## src/design/cpd_pkg.sv

```systemverilog
// Shared types and constants for the client packet deframer.
`timescale 1ns / 1ps
`default_nettype none
package cpd_pkg;

  localparam int unsigned BYTE_W  = 8;
  localparam int unsigned WORD_W  = 16;
  localparam int unsigned KIND_W  = 3;
  localparam int unsigned TDATA_W = 48;

  localparam logic [WORD_W-1:0] MAX_LEN_RESET = 16'd8192;

  localparam logic [BYTE_W-1:0] TYPE_INPUT  = 8'h49;  // 'I'
  localparam logic [BYTE_W-1:0] TYPE_RESIZE = 8'h52;  // 'R'
  localparam logic [BYTE_W-1:0] TYPE_DETACH = 8'h44;  // 'D'

  typedef enum logic [2:0] {
    PH_IDLE,
    PH_RESIZE,
    PH_LENGTH,
    PH_PAYLOAD,
    PH_ERROR
  } phase_t;

  typedef enum logic [KIND_W-1:0] {
    KIND_DETACH  = 3'd0,
    KIND_RESIZE  = 3'd1,
    KIND_PAYLOAD = 3'd2,
    KIND_EMPTY   = 3'd3,
    KIND_ERROR   = 3'd4
  } kind_t;

  typedef enum logic {
    ERR_BAD_TYPE = 1'b0,
    ERR_TOO_LONG = 1'b1
  } err_t;

  typedef struct packed {
    kind_t             kind;
    logic [WORD_W-1:0] columns;
    logic [WORD_W-1:0] rows;
    logic [BYTE_W-1:0] payload_byte;
    logic              last;
    err_t              error_code;
  } result_t;

  localparam result_t RESULT_ZERO = '{
    kind: KIND_DETACH, columns: '0, rows: '0, payload_byte: '0,
    last: 1'b0, error_code: ERR_BAD_TYPE
  };

endpackage
`default_nettype wire

```

## src/design/cpd_in_reg.sv

```systemverilog
// Input register stage: captures one byte per transaction.
`timescale 1ns / 1ps
`default_nettype none
module cpd_in_reg (
  input  wire logic                      clk,
  input  wire logic                      rst_n,
  input  wire logic                      in_valid,
  output logic                           in_ready,
  input  wire logic [cpd_pkg::BYTE_W-1:0] in_data,
  input  wire logic                      down_ready,
  output logic                           stage_valid,
  output logic [cpd_pkg::BYTE_W-1:0]     stage_data
);
  import cpd_pkg::*;

  logic              valid_r;
  logic              valid_nxt;
  logic [BYTE_W-1:0] data_r;

  // Held byte leaves whenever the output side can take its result slot.
  assign in_ready    = !valid_r || down_ready;
  assign valid_nxt   = in_ready ? in_valid : valid_r;
  assign stage_valid = valid_r;
  assign stage_data  = data_r;

  always_ff @(posedge clk) begin
    if (!rst_n) begin
      valid_r <= 1'b0;
    end else begin
      valid_r <= valid_nxt;
    end
  end

  always_ff @(posedge clk) begin
    if (in_ready && in_valid) begin
      data_r <= in_data;
    end
  end

endmodule
`default_nettype wire

```

## src/design/cpd_parser.sv

```systemverilog
// Packet parser: phase FSM, field assembly and result decode.
`timescale 1ns / 1ps
`default_nettype none
module cpd_parser (
  input  wire logic                       clk,
  input  wire logic                       rst_n,
  input  wire logic                       cfg_wr_en,
  input  wire logic [cpd_pkg::WORD_W-1:0] cfg_wr_data,
  input  wire logic                       step,
  input  wire logic [cpd_pkg::BYTE_W-1:0] data_byte,
  output logic                            res_valid,
  output cpd_pkg::result_t                res
);
  import cpd_pkg::*;

  phase_t            phase_r,     phase_nxt;
  logic [1:0]        field_idx_r, field_idx_nxt;
  logic [WORD_W-1:0] column_r,    column_nxt;
  logic [BYTE_W-1:0] hi_byte_r,   hi_byte_nxt;
  logic [WORD_W-1:0] remain_r,    remain_nxt;
  logic [WORD_W-1:0] max_len_r;
  logic [WORD_W-1:0] word;
  logic [WORD_W-1:0] remain_dec;

  assign word       = {hi_byte_r, data_byte};
  assign remain_dec = remain_r - 16'd1;

  always_ff @(posedge clk) begin
    if (!rst_n) begin
      max_len_r <= MAX_LEN_RESET;
    end else if (cfg_wr_en) begin
      max_len_r <= cfg_wr_data;
    end
  end

  always_ff @(posedge clk) begin
    if (!rst_n) begin
      phase_r     <= PH_IDLE;
      field_idx_r <= 2'd0;
      column_r    <= '0;
      hi_byte_r   <= '0;
      remain_r    <= '0;
    end else if (step) begin
      phase_r     <= phase_nxt;
      field_idx_r <= field_idx_nxt;
      column_r    <= column_nxt;
      hi_byte_r   <= hi_byte_nxt;
      remain_r    <= remain_nxt;
    end
  end

  always_comb begin
    phase_nxt     = phase_r;
    field_idx_nxt = field_idx_r;
    column_nxt    = column_r;
    hi_byte_nxt   = hi_byte_r;
    remain_nxt    = remain_r;
    res_valid     = 1'b0;
    res           = RESULT_ZERO;
    unique case (phase_r)
      PH_IDLE: begin
        priority if (data_byte == TYPE_DETACH) begin
          res_valid = step;
          res.kind  = KIND_DETACH;
        end else if (data_byte == TYPE_RESIZE) begin
          phase_nxt     = PH_RESIZE;
          field_idx_nxt = 2'd0;
        end else if (data_byte == TYPE_INPUT) begin
          phase_nxt     = PH_LENGTH;
          field_idx_nxt = 2'd0;
        end else begin
          phase_nxt      = PH_ERROR;
          res_valid      = step;
          res.kind       = KIND_ERROR;
          res.error_code = ERR_BAD_TYPE;
        end
      end
      PH_RESIZE: begin
        unique case (field_idx_r)
          2'd0, 2'd2: begin
            hi_byte_nxt   = data_byte;
            field_idx_nxt = field_idx_r + 2'd1;
          end
          2'd1: begin
            column_nxt    = word;
            field_idx_nxt = 2'd2;
          end
          default: begin
            phase_nxt     = PH_IDLE;
            field_idx_nxt = 2'd0;
            res_valid     = step;
            res.kind      = KIND_RESIZE;
            res.columns   = column_r;
            res.rows      = word;
          end
        endcase
      end
      PH_LENGTH: begin
        if (field_idx_r == 2'd0) begin
          hi_byte_nxt   = data_byte;
          field_idx_nxt = 2'd1;
        end else begin
          field_idx_nxt = 2'd0;
          priority if (word > max_len_r) begin
            phase_nxt      = PH_ERROR;
            res_valid      = step;
            res.kind       = KIND_ERROR;
            res.error_code = ERR_TOO_LONG;
          end else if (word == '0) begin
            phase_nxt = PH_IDLE;
            res_valid = step;
            res.kind  = KIND_EMPTY;
          end else begin
            remain_nxt = word;
            phase_nxt  = PH_PAYLOAD;
          end
        end
      end
      PH_PAYLOAD: begin
        remain_nxt       = remain_dec;
        res_valid        = step;
        res.kind         = KIND_PAYLOAD;
        res.payload_byte = data_byte;
        if (remain_dec == '0) begin
          phase_nxt = PH_IDLE;
          res.last  = 1'b1;
        end
      end
      // Terminal: drop everything until reset.
      default: begin
        phase_nxt = PH_ERROR;
      end
    endcase
  end

endmodule
`default_nettype wire

```

## src/design/cpd_out_reg.sv

```systemverilog
// Result register stage with downstream handshake.
`timescale 1ns / 1ps
`default_nettype none
module cpd_out_reg (
  input  wire logic             clk,
  input  wire logic             rst_n,
  input  wire logic             res_valid,
  input  wire cpd_pkg::result_t res,
  output logic                  load_ready,
  output logic                  out_valid,
  input  wire logic             out_ready,
  output cpd_pkg::result_t      out_res
);
  import cpd_pkg::*;

  logic    valid_r;
  logic    valid_nxt;
  result_t res_r;

  assign load_ready = !valid_r || out_ready;
  assign valid_nxt  = load_ready ? res_valid : valid_r;
  assign out_valid  = valid_r;
  assign out_res    = res_r;

  always_ff @(posedge clk) begin
    if (!rst_n) begin
      valid_r <= 1'b0;
    end else begin
      valid_r <= valid_nxt;
    end
  end

  always_ff @(posedge clk) begin
    if (load_ready && res_valid) begin
      res_r <= res;
    end
  end

endmodule
`default_nettype wire

```

## src/design/client_packet_deframer.sv

```systemverilog
// Top level of the client packet deframer.
//
// Splits a byte stream of typed client packets. 'D' yields a detach result;
// 'R' plus four big-endian bytes (columns, rows) yields a resize result;
// 'I' plus a big-endian 16-bit length yields one result per payload byte,
// the final one flagged on out_tlast, or a single empty-input result for a
// zero length. An unknown type byte, or a length above the max length
// register (cfg_wr_data, reset 8192), yields one error result, after which
// every byte is dropped until reset. Throughput is one byte per clock, unless a
// stall on out_tready keeps the result register full: each byte passes an
// input register, a parser state update and a result register. A byte taken
// is held in the input register until the parser steps on it; its result, if
// any, is then loaded into the result register and presented on out_tvalid.
// Bytes that complete nothing (type bytes of 'R'/'I', header bytes, dropped
// bytes) produce no output transaction. Stalls on out_tready propagate
// combinationally to in_tready. Write cfg only while the block is idle.
`timescale 1ns / 1ps
`default_nettype none
module client_packet_deframer (
  input  wire logic                        clk,
  input  wire logic                        rst_n,
  // in_tdata: [7:0] data_byte
  input  wire logic                        in_tvalid,
  output logic                             in_tready,
  input  wire logic [cpd_pkg::BYTE_W-1:0]  in_tdata,
  // out_tdata: [15:0] columns, [31:16] rows, [39:32] payload_byte,
  //            [40] error_code, [47:41] zero
  // out_tuser: [2:0] kind
  output logic                             out_tvalid,
  input  wire logic                        out_tready,
  output logic [cpd_pkg::TDATA_W-1:0]      out_tdata,
  output logic [cpd_pkg::KIND_W-1:0]       out_tuser,
  output logic                             out_tlast,
  input  wire logic                        cfg_wr_en,
  input  wire logic [cpd_pkg::WORD_W-1:0]  cfg_wr_data
);
  import cpd_pkg::*;

  logic              load_ready;
  logic              stage_valid;
  logic [BYTE_W-1:0] stage_data;
  logic              step;
  logic              res_valid;
  result_t           res;
  result_t           out_res;

  cpd_in_reg u_in_reg (
    .clk         (clk),
    .rst_n       (rst_n),
    .in_valid    (in_tvalid),
    .in_ready    (in_tready),
    .in_data     (in_tdata),
    .down_ready  (load_ready),
    .stage_valid (stage_valid),
    .stage_data  (stage_data)
  );

  // A held byte is processed in the cycle the result slot is free.
  assign step = stage_valid && load_ready;

  cpd_parser u_parser (
    .clk         (clk),
    .rst_n       (rst_n),
    .cfg_wr_en   (cfg_wr_en),
    .cfg_wr_data (cfg_wr_data),
    .step        (step),
    .data_byte   (stage_data),
    .res_valid   (res_valid),
    .res         (res)
  );

  cpd_out_reg u_out_reg (
    .clk        (clk),
    .rst_n      (rst_n),
    .res_valid  (res_valid),
    .res        (res),
    .load_ready (load_ready),
    .out_valid  (out_tvalid),
    .out_ready  (out_tready),
    .out_res    (out_res)
  );

  assign out_tdata = {7'd0, out_res.error_code, out_res.payload_byte,
                      out_res.rows, out_res.columns};
  assign out_tuser = out_res.kind;
  assign out_tlast = out_res.last;

endmodule
`default_nettype wire
```

## config.mk

```make
export PLATFORM = sky130hd
export DESIGN_NAME = client_packet_deframer
export DESIGN_NICKNAME = d
export VERILOG_FILES = /design/src/design/cpd_pkg.sv /design/src/design/cpd_in_reg.sv /design/src/design/cpd_parser.sv /design/src/design/cpd_out_reg.sv /design/src/design/client_packet_deframer.sv
export SDC_FILE = /design/constraint.sdc
export NUM_CORES = 1
export LEC_CHECK = 0
export BUFFER_PORTS_ARGS = -buffer_cell sky130_fd_sc_hd__buf_4
export CAP_MARGIN = 0
export CORE_MARGIN = 2
export CORE_UTILIZATION = 33
export CTS_CLUSTER_DIAMETER = 100
export DETAILED_ROUTE_END_ITERATION = 8
export SLEW_MARGIN = 30
export SYNTH_ARGS = -nofsm -noshare
export SYNTH_HDL_FRONTEND = slang
export SYNTH_SLANG_ARGS = --single-unit
```

## constraint.sdc

```tcl
create_clock -name clk -period 12.6 [get_ports clk]
set_input_delay 1.26 -clock clk [delete_from_list [all_inputs] [get_ports clk]]
set_output_delay 1.26 -clock clk [all_outputs]
set_load 0.02 [all_outputs]
```

==> results by group, run 1 <==
Logic synthesis
  – Synth Warn #: 0
  – Number of flops mapped to enable cells by yosys: 53
  – Netlist Area Pre-Place: 5720 sq um
  – Largest family of logic cells by synthesized area: simple AND/OR/NAND/NOR gates
  – Asr flop ratio synth: 0%
  – Post-synthesis sequential area ratio: 49.9%
  – Synth Area in Compound Gates: 14.3%
  – Area share of the largest cell type after synthesis: 27.8%
  – Yosys cell types: 67
  – Synth Area in Simple Gates: 20.7%
  – Ys flop type: dfxtp_1
  – Synth Instances: 580
  – Adder-Cell Fraction of Synth Area: 4.81%
  – Yosys top cell by area: edfxtp_1
  – Mux cell area share after synthesis: 4.55%
  – Post-synthesis xor/xnor area fraction: 0.459%
  – Avg Inst Size Synth: 9.86 sq um
  – Largest cells by area after synthesis: edfxtp_1 28%, dfxtp_1 22%, nand2_1 4.9%
  – Synth Register Bits: 116

Drt
  – DRT Wirelength: 14600 microns
  – Routed Antenna Nets: 0
  – Routed len/inst: 16.6 microns
  – DR pass1 iterations: 5
  – # DRC: 0
  – Initial DRC count: 449
  – DR vias: 4550
  – Vias/cell: 5.16

GRT
  – Gr ovfl total: 0
  – GRT Total Usage: 16.7%
  – Initial antenna violation count: 0
  – Largest net degree at the start of global routing: 51
  – Number of global-route vias before repair: 4475
  – First-pass GRT wire length: 23600 microns

Floorplanning
  – Core area: 17100 sq um
  – FP Rows: 48
  – Die X-Extent: 136 microns
  – # IOs: 83
  – Die Ht: 136 microns
  – Area of the die: 18400 sq um
  – Starting density of the core: 33.4%

Run
  – Max_cap viols: 0

Place
  – I/O Buffers: 75
  – Area post-placement: 6420 sq um
  – Gpl congestion: 0.872
  – HPWL Detailed: 10400 microns

Clock tree
  – Root Driver: clkbuf_16
  – Max clock buf depth: 2
  – Clock Pin Slew Worst Setup and Hold Paths: 0.06 ns
  – Post-CTS repair timing setup buffer count: 0
  – Worst skew pair latency: 0.42 ns
  – CTS Buf Count: 17
  – CTS resizes: 0
  – CTS tree: yes
  – CTS sink count: 116
  – H-Tree Depth: 4
  – Post-CTS Hold Buffers: 0

STA
  – Layout Skew: 0.00999 ns
  – Fin. max-slew vios: 0
  – Final hold vios: 0
  – Min Tclk post-route: 3.74 ns
  – Sum of negative setup slack: 0 ns
  – Unrepaired setup endpoints after global routing: false
  – Fmax: 0.267 GHz
  – Slew HR: 36.8%
  – Setup-failing EPs final: 0
  – Hold_ws: 0.449 ns
  – Tcrit/Tclk final: 29.7%
  – Slew @ Worst Pin: 0.947 ns

Cells and area
  – Share of post-route cells with drive strength above 1: 20.2%
  – Final Instance Area: 6970 sq um
  – Post-layout net count: 695
  – Reg area: 2850 sq um
  – Fillers: 1654
  – Ant. Diodes: 0
  – Area growth, synth to finish: 21.8%
  – Area of the multi-input gates: 2610 sq um
  – Finished Core Util: 40.7%

Pwr
  – Tot Pwr: 959 uW
  – Maximum vdd drop: 0.101 mV
  – Power density over the cells: 138 nW/um^2
  – P_leak: 0.00271 uW

Outcome
  – Status: finished, final reports clean

Hold path
  – Hold Path Class: register to register

Worst setup path
  – Crit-path max FO: 40
  – Worst reg2reg path depth: 8
  – Critical Path End Type: register
  – Worst setup SP type: register
  – CP peak stage delay: 0.59 ns
  – Crit. Startpoint: u_in_reg.stage_data[1]
  – Worst path cell trace: ha_1 > nor2b_1 > o211ai_1 > a2111o_1 > a31oi_1 > o21ai_1 > a211oi_4 > buf_4
  – Reg-to-reg critical path endpoint: u_out_reg.out_res[22]
  – Worst path slowest cell: a31oi_1
  – Stages on the worst setup path: 8
  – Reg2Reg Setup Slack: 8.86 ns
  – End point of the critical path: u_out_reg.out_res[22]
  – Worst Setup Path Type: register to register
  – Data arrival, critical path: 3.80 ns
  – Worst path required time: 12.66 ns
  – Crit path max-delay family: compound AO/OA/AOI/OAI gates
  – Critical register-to-register path startpoint: u_in_reg.stage_data[1]
  – Buf/Inv on CP: 1
## cells in the mapped netlist (10+ instances only)
cell,count
nand2_1,75
dfxtp_1,63
edfxtp_1,53
nor2_1,41
and2_1,36
a21oi_1,35
mux2i_1,26
inv_1,25
o21ai_0,23
ha_1,22
clkbuf_1,19
o211ai_1,16
nor3_1,10
## logic make-up (layout without fill, tap and decap cells)
kind of cell               count (synthesis)  in the layout
AOI/OAI and AO/OA                        122            122
other                                      1              7
DFF                                      116            116
xor gates and xnor gates                   3              3
muxes                                     26             26
buffers and inverters                     64            135
adders and majority gates                 22             22
and+or+nand+nor                          226            226
## area by class of cell
cell class | instances | area share (%)
tap | 225 | 4.04
inverter | 25 | 1.35
sequential | 116 | 40.9
multi-input combinational | 406 | 37.4
clock buffer | 20 | 6.27
clock inverter | 12 | 1.54
timing repair buffer | 78 | 8.41
## per-stage QoR
step | setup slack [ns] | std cells
floorplan | 8.37 | 586
global placement | 9.02 | 850
detailed placement | 8.88 | 850
CTS | 8.86 | 882
global route | 8.62 | 882
finish | 8.86 | 882
## report_power, final
part           internal [uW]  switching [uW]
Combinational           36.3            57.7
Sequential               410            14.4
Clock                    270             170
Total                    716             242
## worst min-delay path by stage
stage | start | endpoint | slack [ns] | depth (start not counted)
3_3_place_gp | u_parser.column_r[2] | u_parser.column_r[2] | 0.44 | 2
3_5_place_dp | u_parser.column_r[7] | u_parser.column_r[7] | 0.44 | 2
5_1_grt | u_parser.column_r[14] | u_parser.column_r[14] | 0.47 | 2
6_report | u_parser.column_r[1] | u_parser.column_r[1] | 0.45 | 2
2_1_floorplan | u_parser.column_r[0] | u_parser.column_r[0] | 0.43 | 2
4_1_cts | u_parser.column_r[7] | u_parser.column_r[7] | 0.45 | 2
## worst register-to-register path, cell delays in order, from the launching register on
cell and delay (ns):
edfxtp_1 0.56, ha_1 0.37, nor2b_1 0.15, o211ai_1 0.10, a2111o_1 0.40, a31oi_1 0.59, o21ai_1 0.26, a211oi_4 0.43
buf_4 0.49
## flip-flops by register name (all words and copies together) (netlist names)
register              flops
u_in_reg.stage_data       8
u_in_reg.stage_valid      1
u_out_reg.out_res        45
u_out_reg.out_valid       1
u_parser.column_r        16
u_parser.field_idx_r      2
u_parser.hi_byte_r        8
u_parser.max_len_r       16
u_parser.phase_r          3
u_parser.remain_r        16
## metal layers
metal | share of wire (%) | vias to the layer above | global-route usage, %
li1 | - | 2184 | -
met1 | 45 | 2185 | 21.3
met2 | 47 | 154 | 27.0
met3 | 6.0 | 27 | 5.05
met4 | 2.0 | 0 | 6.08
met5 | 0 | - | 0
## cells in the final DEF, fill, tap and decap left out, drive strengths merged, types with 5 or more instances in the layout
master / n
a21oi: 36
a31oi: 5
and2: 36
and3: 8
buf: 78
clkbuf: 20
clkinv: 7
conb: 7
dfxtp: 63
edfxtp: 53
ha: 22
inv: 26
mux2i: 26
nand2: 75
nand2b: 6
nand3: 5
nand3b: 5
nand4: 8
nor2: 42
nor2b: 6
nor3: 12
nor4: 7
o211ai: 16
o21ai: 31
o31ai: 8
Note: power is estimated with default switching activity, not from simulation.
==> inputs of run 2 (changes only) <==
==> constraint.sdc (replaced) <==
create_clock -name clk -period 3.6 [get_ports clk]
set_input_delay 0.36 -clock clk [delete_from_list [all_inputs] [get_ports clk]]
set_output_delay 0.36 -clock clk [all_outputs]
set_load 0.02 [all_outputs]
==> results by group, run 2 (synthesized netlist as in run 1, its figures left out) <==
GRT
  – GRT Total Usage: 17.1% (+0.40 points)
  – Gr ovfl total: 0 (unchanged)
  – Largest net degree at the start of global routing: 51 (unchanged)
  – GRT busiest layer: met2
  – Initial antenna violation count: 0 (unchanged)
  – GRT met3 Usage: 5.16% (+0.11 points)
  – Grt met2 use: 27.7% (+0.73 points)
  – GR Util met1: 21.8% (+0.49 points)
  – Number of global-route vias before repair: 4461 (-0.31%)
  – First-pass GRT wire length: 24100 microns (+2.3%)

Floorplanning
  – Area of the die: 18400 sq um (unchanged)
  – Starting density of the core: 33.4% (unchanged)
  – Die Ht: 136 microns (unchanged)
  – FP Rows: 48 (unchanged)
  – Die X-Extent: 136 microns (unchanged)
  – Core area: 17100 sq um (unchanged)
  – # IOs: 83 (unchanged)

Clock tree
  – Root Driver: clkbuf_16
  – CTS Buf Count: 17 (unchanged)
  – Clock Pin Slew Worst Setup and Hold Paths: 0.06 ns (about the same)
  – Post-CTS Hold Buffers: 0 (unchanged)
  – H-Tree Depth: 4 (unchanged)
  – Post-CTS repair timing setup buffer count: 0 (unchanged)
  – Worst skew pair latency: 0.43 ns (about the same)
  – CTS sink count: 116 (unchanged)
  – CTS resizes: 0 (unchanged)
  – Max clock buf depth: 2 (unchanged)
  – CTS tree: yes

STA
  – Unrepaired setup endpoints after global routing: false
  – Tcrit/Tclk final: 87.0% (+57 points)
  – Fmax: 0.319 GHz (+19%)
  – Final hold vios: 0 (unchanged)
  – Hold_ws: 0.115 ns (-0.334 ns)
  – Sum of negative setup slack: 0 ns (unchanged)
  – Setup-failing EPs final: 0 (unchanged)
  – Layout Skew: 0.0141 ns (+0.00410 ns)
  – Fin. max-slew vios: 0 (unchanged)
  – Slew HR: 50.2% (+13 points)
  – Min Tclk post-route: 3.13 ns (-0.608 ns)
  – Slew @ Worst Pin: 0.746 ns (-0.201 ns)

Drt
  – # DRC: 0 (unchanged)
  – Initial DRC count: 429 (-4.5%)
  – Routed Antenna Nets: 0 (unchanged)
  – DRT Wirelength: 15100 microns (+3.1%)
  – Vias/cell: 5.17 (+0.14%)
  – Routed len/inst: 16.9 microns (+2.0%)
  – DR vias: 4603 (+1.2%)
  – DR pass1 iterations: 5 (unchanged)

Worst setup path
  – Reg-to-reg critical path endpoint: u_out_reg.out_res[41]
  – Crit. Startpoint: u_in_reg.stage_data[1]
  – Worst reg2reg path depth: 8 (unchanged)
  – Worst path required time: 3.72 ns (-8.94 ns)
  – Worst Setup Path Type: register to register
  – Worst path cell trace: ha_1 > nor2b_1 > o211ai_1 > a2111o_1 > a31oi_1 > o21ai_1 > a211oi_4 > buf_4
  – End point of the critical path: u_out_reg.out_res[41]
  – Critical register-to-register path startpoint: u_in_reg.stage_data[1]
  – Stages on the worst setup path: 8 (unchanged)
  – Reg2Reg Setup Slack: 0.47 ns (-8.39 ns)
  – Worst setup SP type: register
  – Critical Path End Type: register
  – Data arrival, critical path: 3.25 ns (-0.55 ns)
  – Crit path max-delay family: compound AO/OA/AOI/OAI gates
  – Buf/Inv on CP: 1 (unchanged)
  – Worst path slowest cell: edfxtp_1
  – Crit-path max FO: 14 (-65%)
  – CP peak stage delay: 0.54 ns (-0.05 ns)

Pwr
  – P_leak: 0.00282 uW (+3.9%)
  – Maximum vdd drop: 0.315 mV (+210%)
  – Tot Pwr: 3660 uW (+280%)
  – Power density over the cells: 513 nW/um^2 (+270%)

Cells and area
  – Post-layout net count: 704 (+1.3%)
  – Finished Core Util: 41.7% (+1.0 points)
  – Max reg flops: 45 (unchanged)
  – Fillers: 1640 (-0.85%)
  – Finished Layout Cells: 891 (+1.0%)
  – Share of post-route cells with drive strength above 1: 21.6% (+1.4 points)
  – Most common cell after layout, fill and taps aside: buf_4
  – Ant. Diodes: 0 (unchanged)
  – Commonest non-fill, non-tap cells in the layout: 86 x buf_4, 75 x nand2_1, 63 x dfxtp_1
  – Area growth, synth to finish: 24.9%

Place
  – Dpl cells: 859 (+1.1%)
  – I/O Buffers: 75 (unchanged)
  – HPWL Detailed: 10700 microns (+3.3%)
  – Gpl congestion: 0.875 (+0.41%)

Hold path
  – HP Start: in_tdata[5]
  – Hold Path Class: primary input to register

Outcome
  – Status: finished, final reports clean

Run
  – Max_cap viols: 0 (unchanged)
run 2: area by class of cell:
class	instances	area [sq um]	share of cell area, %
sequential	116	2850	39.9
inverter	25	95.1	1.33
tap	225	282	3.94
multi-input combinational	406	2610	36.5
clock inverter	15	218	3.05
clock buffer	17	425	5.95
timing repair buffer	87	666	9.32
run 2: how the worst min path moves through the flow:
stage                                   to  cells past startpoint
floorplan             u_parser.column_r[0]                      2
global placement      u_parser.column_r[7]                      2
detailed placement   u_parser.column_r[11]                      2
CTS                 u_in_reg.stage_data[6]                      1
global route        u_in_reg.stage_data[0]                      1
finish              u_in_reg.stage_data[5]                      1
run 2: per-layer routing:
layer	routed length [microns]	vias up
met5	0	-
met4	241	0
met3	985	19
met2	7130	176
met1	6740	2201
li1	-	2207
run 2: per-stage QoR:
step           worst slack, ns  area, sq um
2_1_floorplan           0.0118         5750
3_3_place_gp             0.550         6500
3_5_place_dp             0.479         6500
4_1_cts                  0.458         7140
5_1_grt                  0.316         7140
6_report                 0.467         7140
run 2: power by group:
part | total [uW] | switching, uW | internal [uW]
clock | 1840 | 660 | 1180
sequential | 1480 | 45.7 | 1430
combinational | 345 | 209 | 137
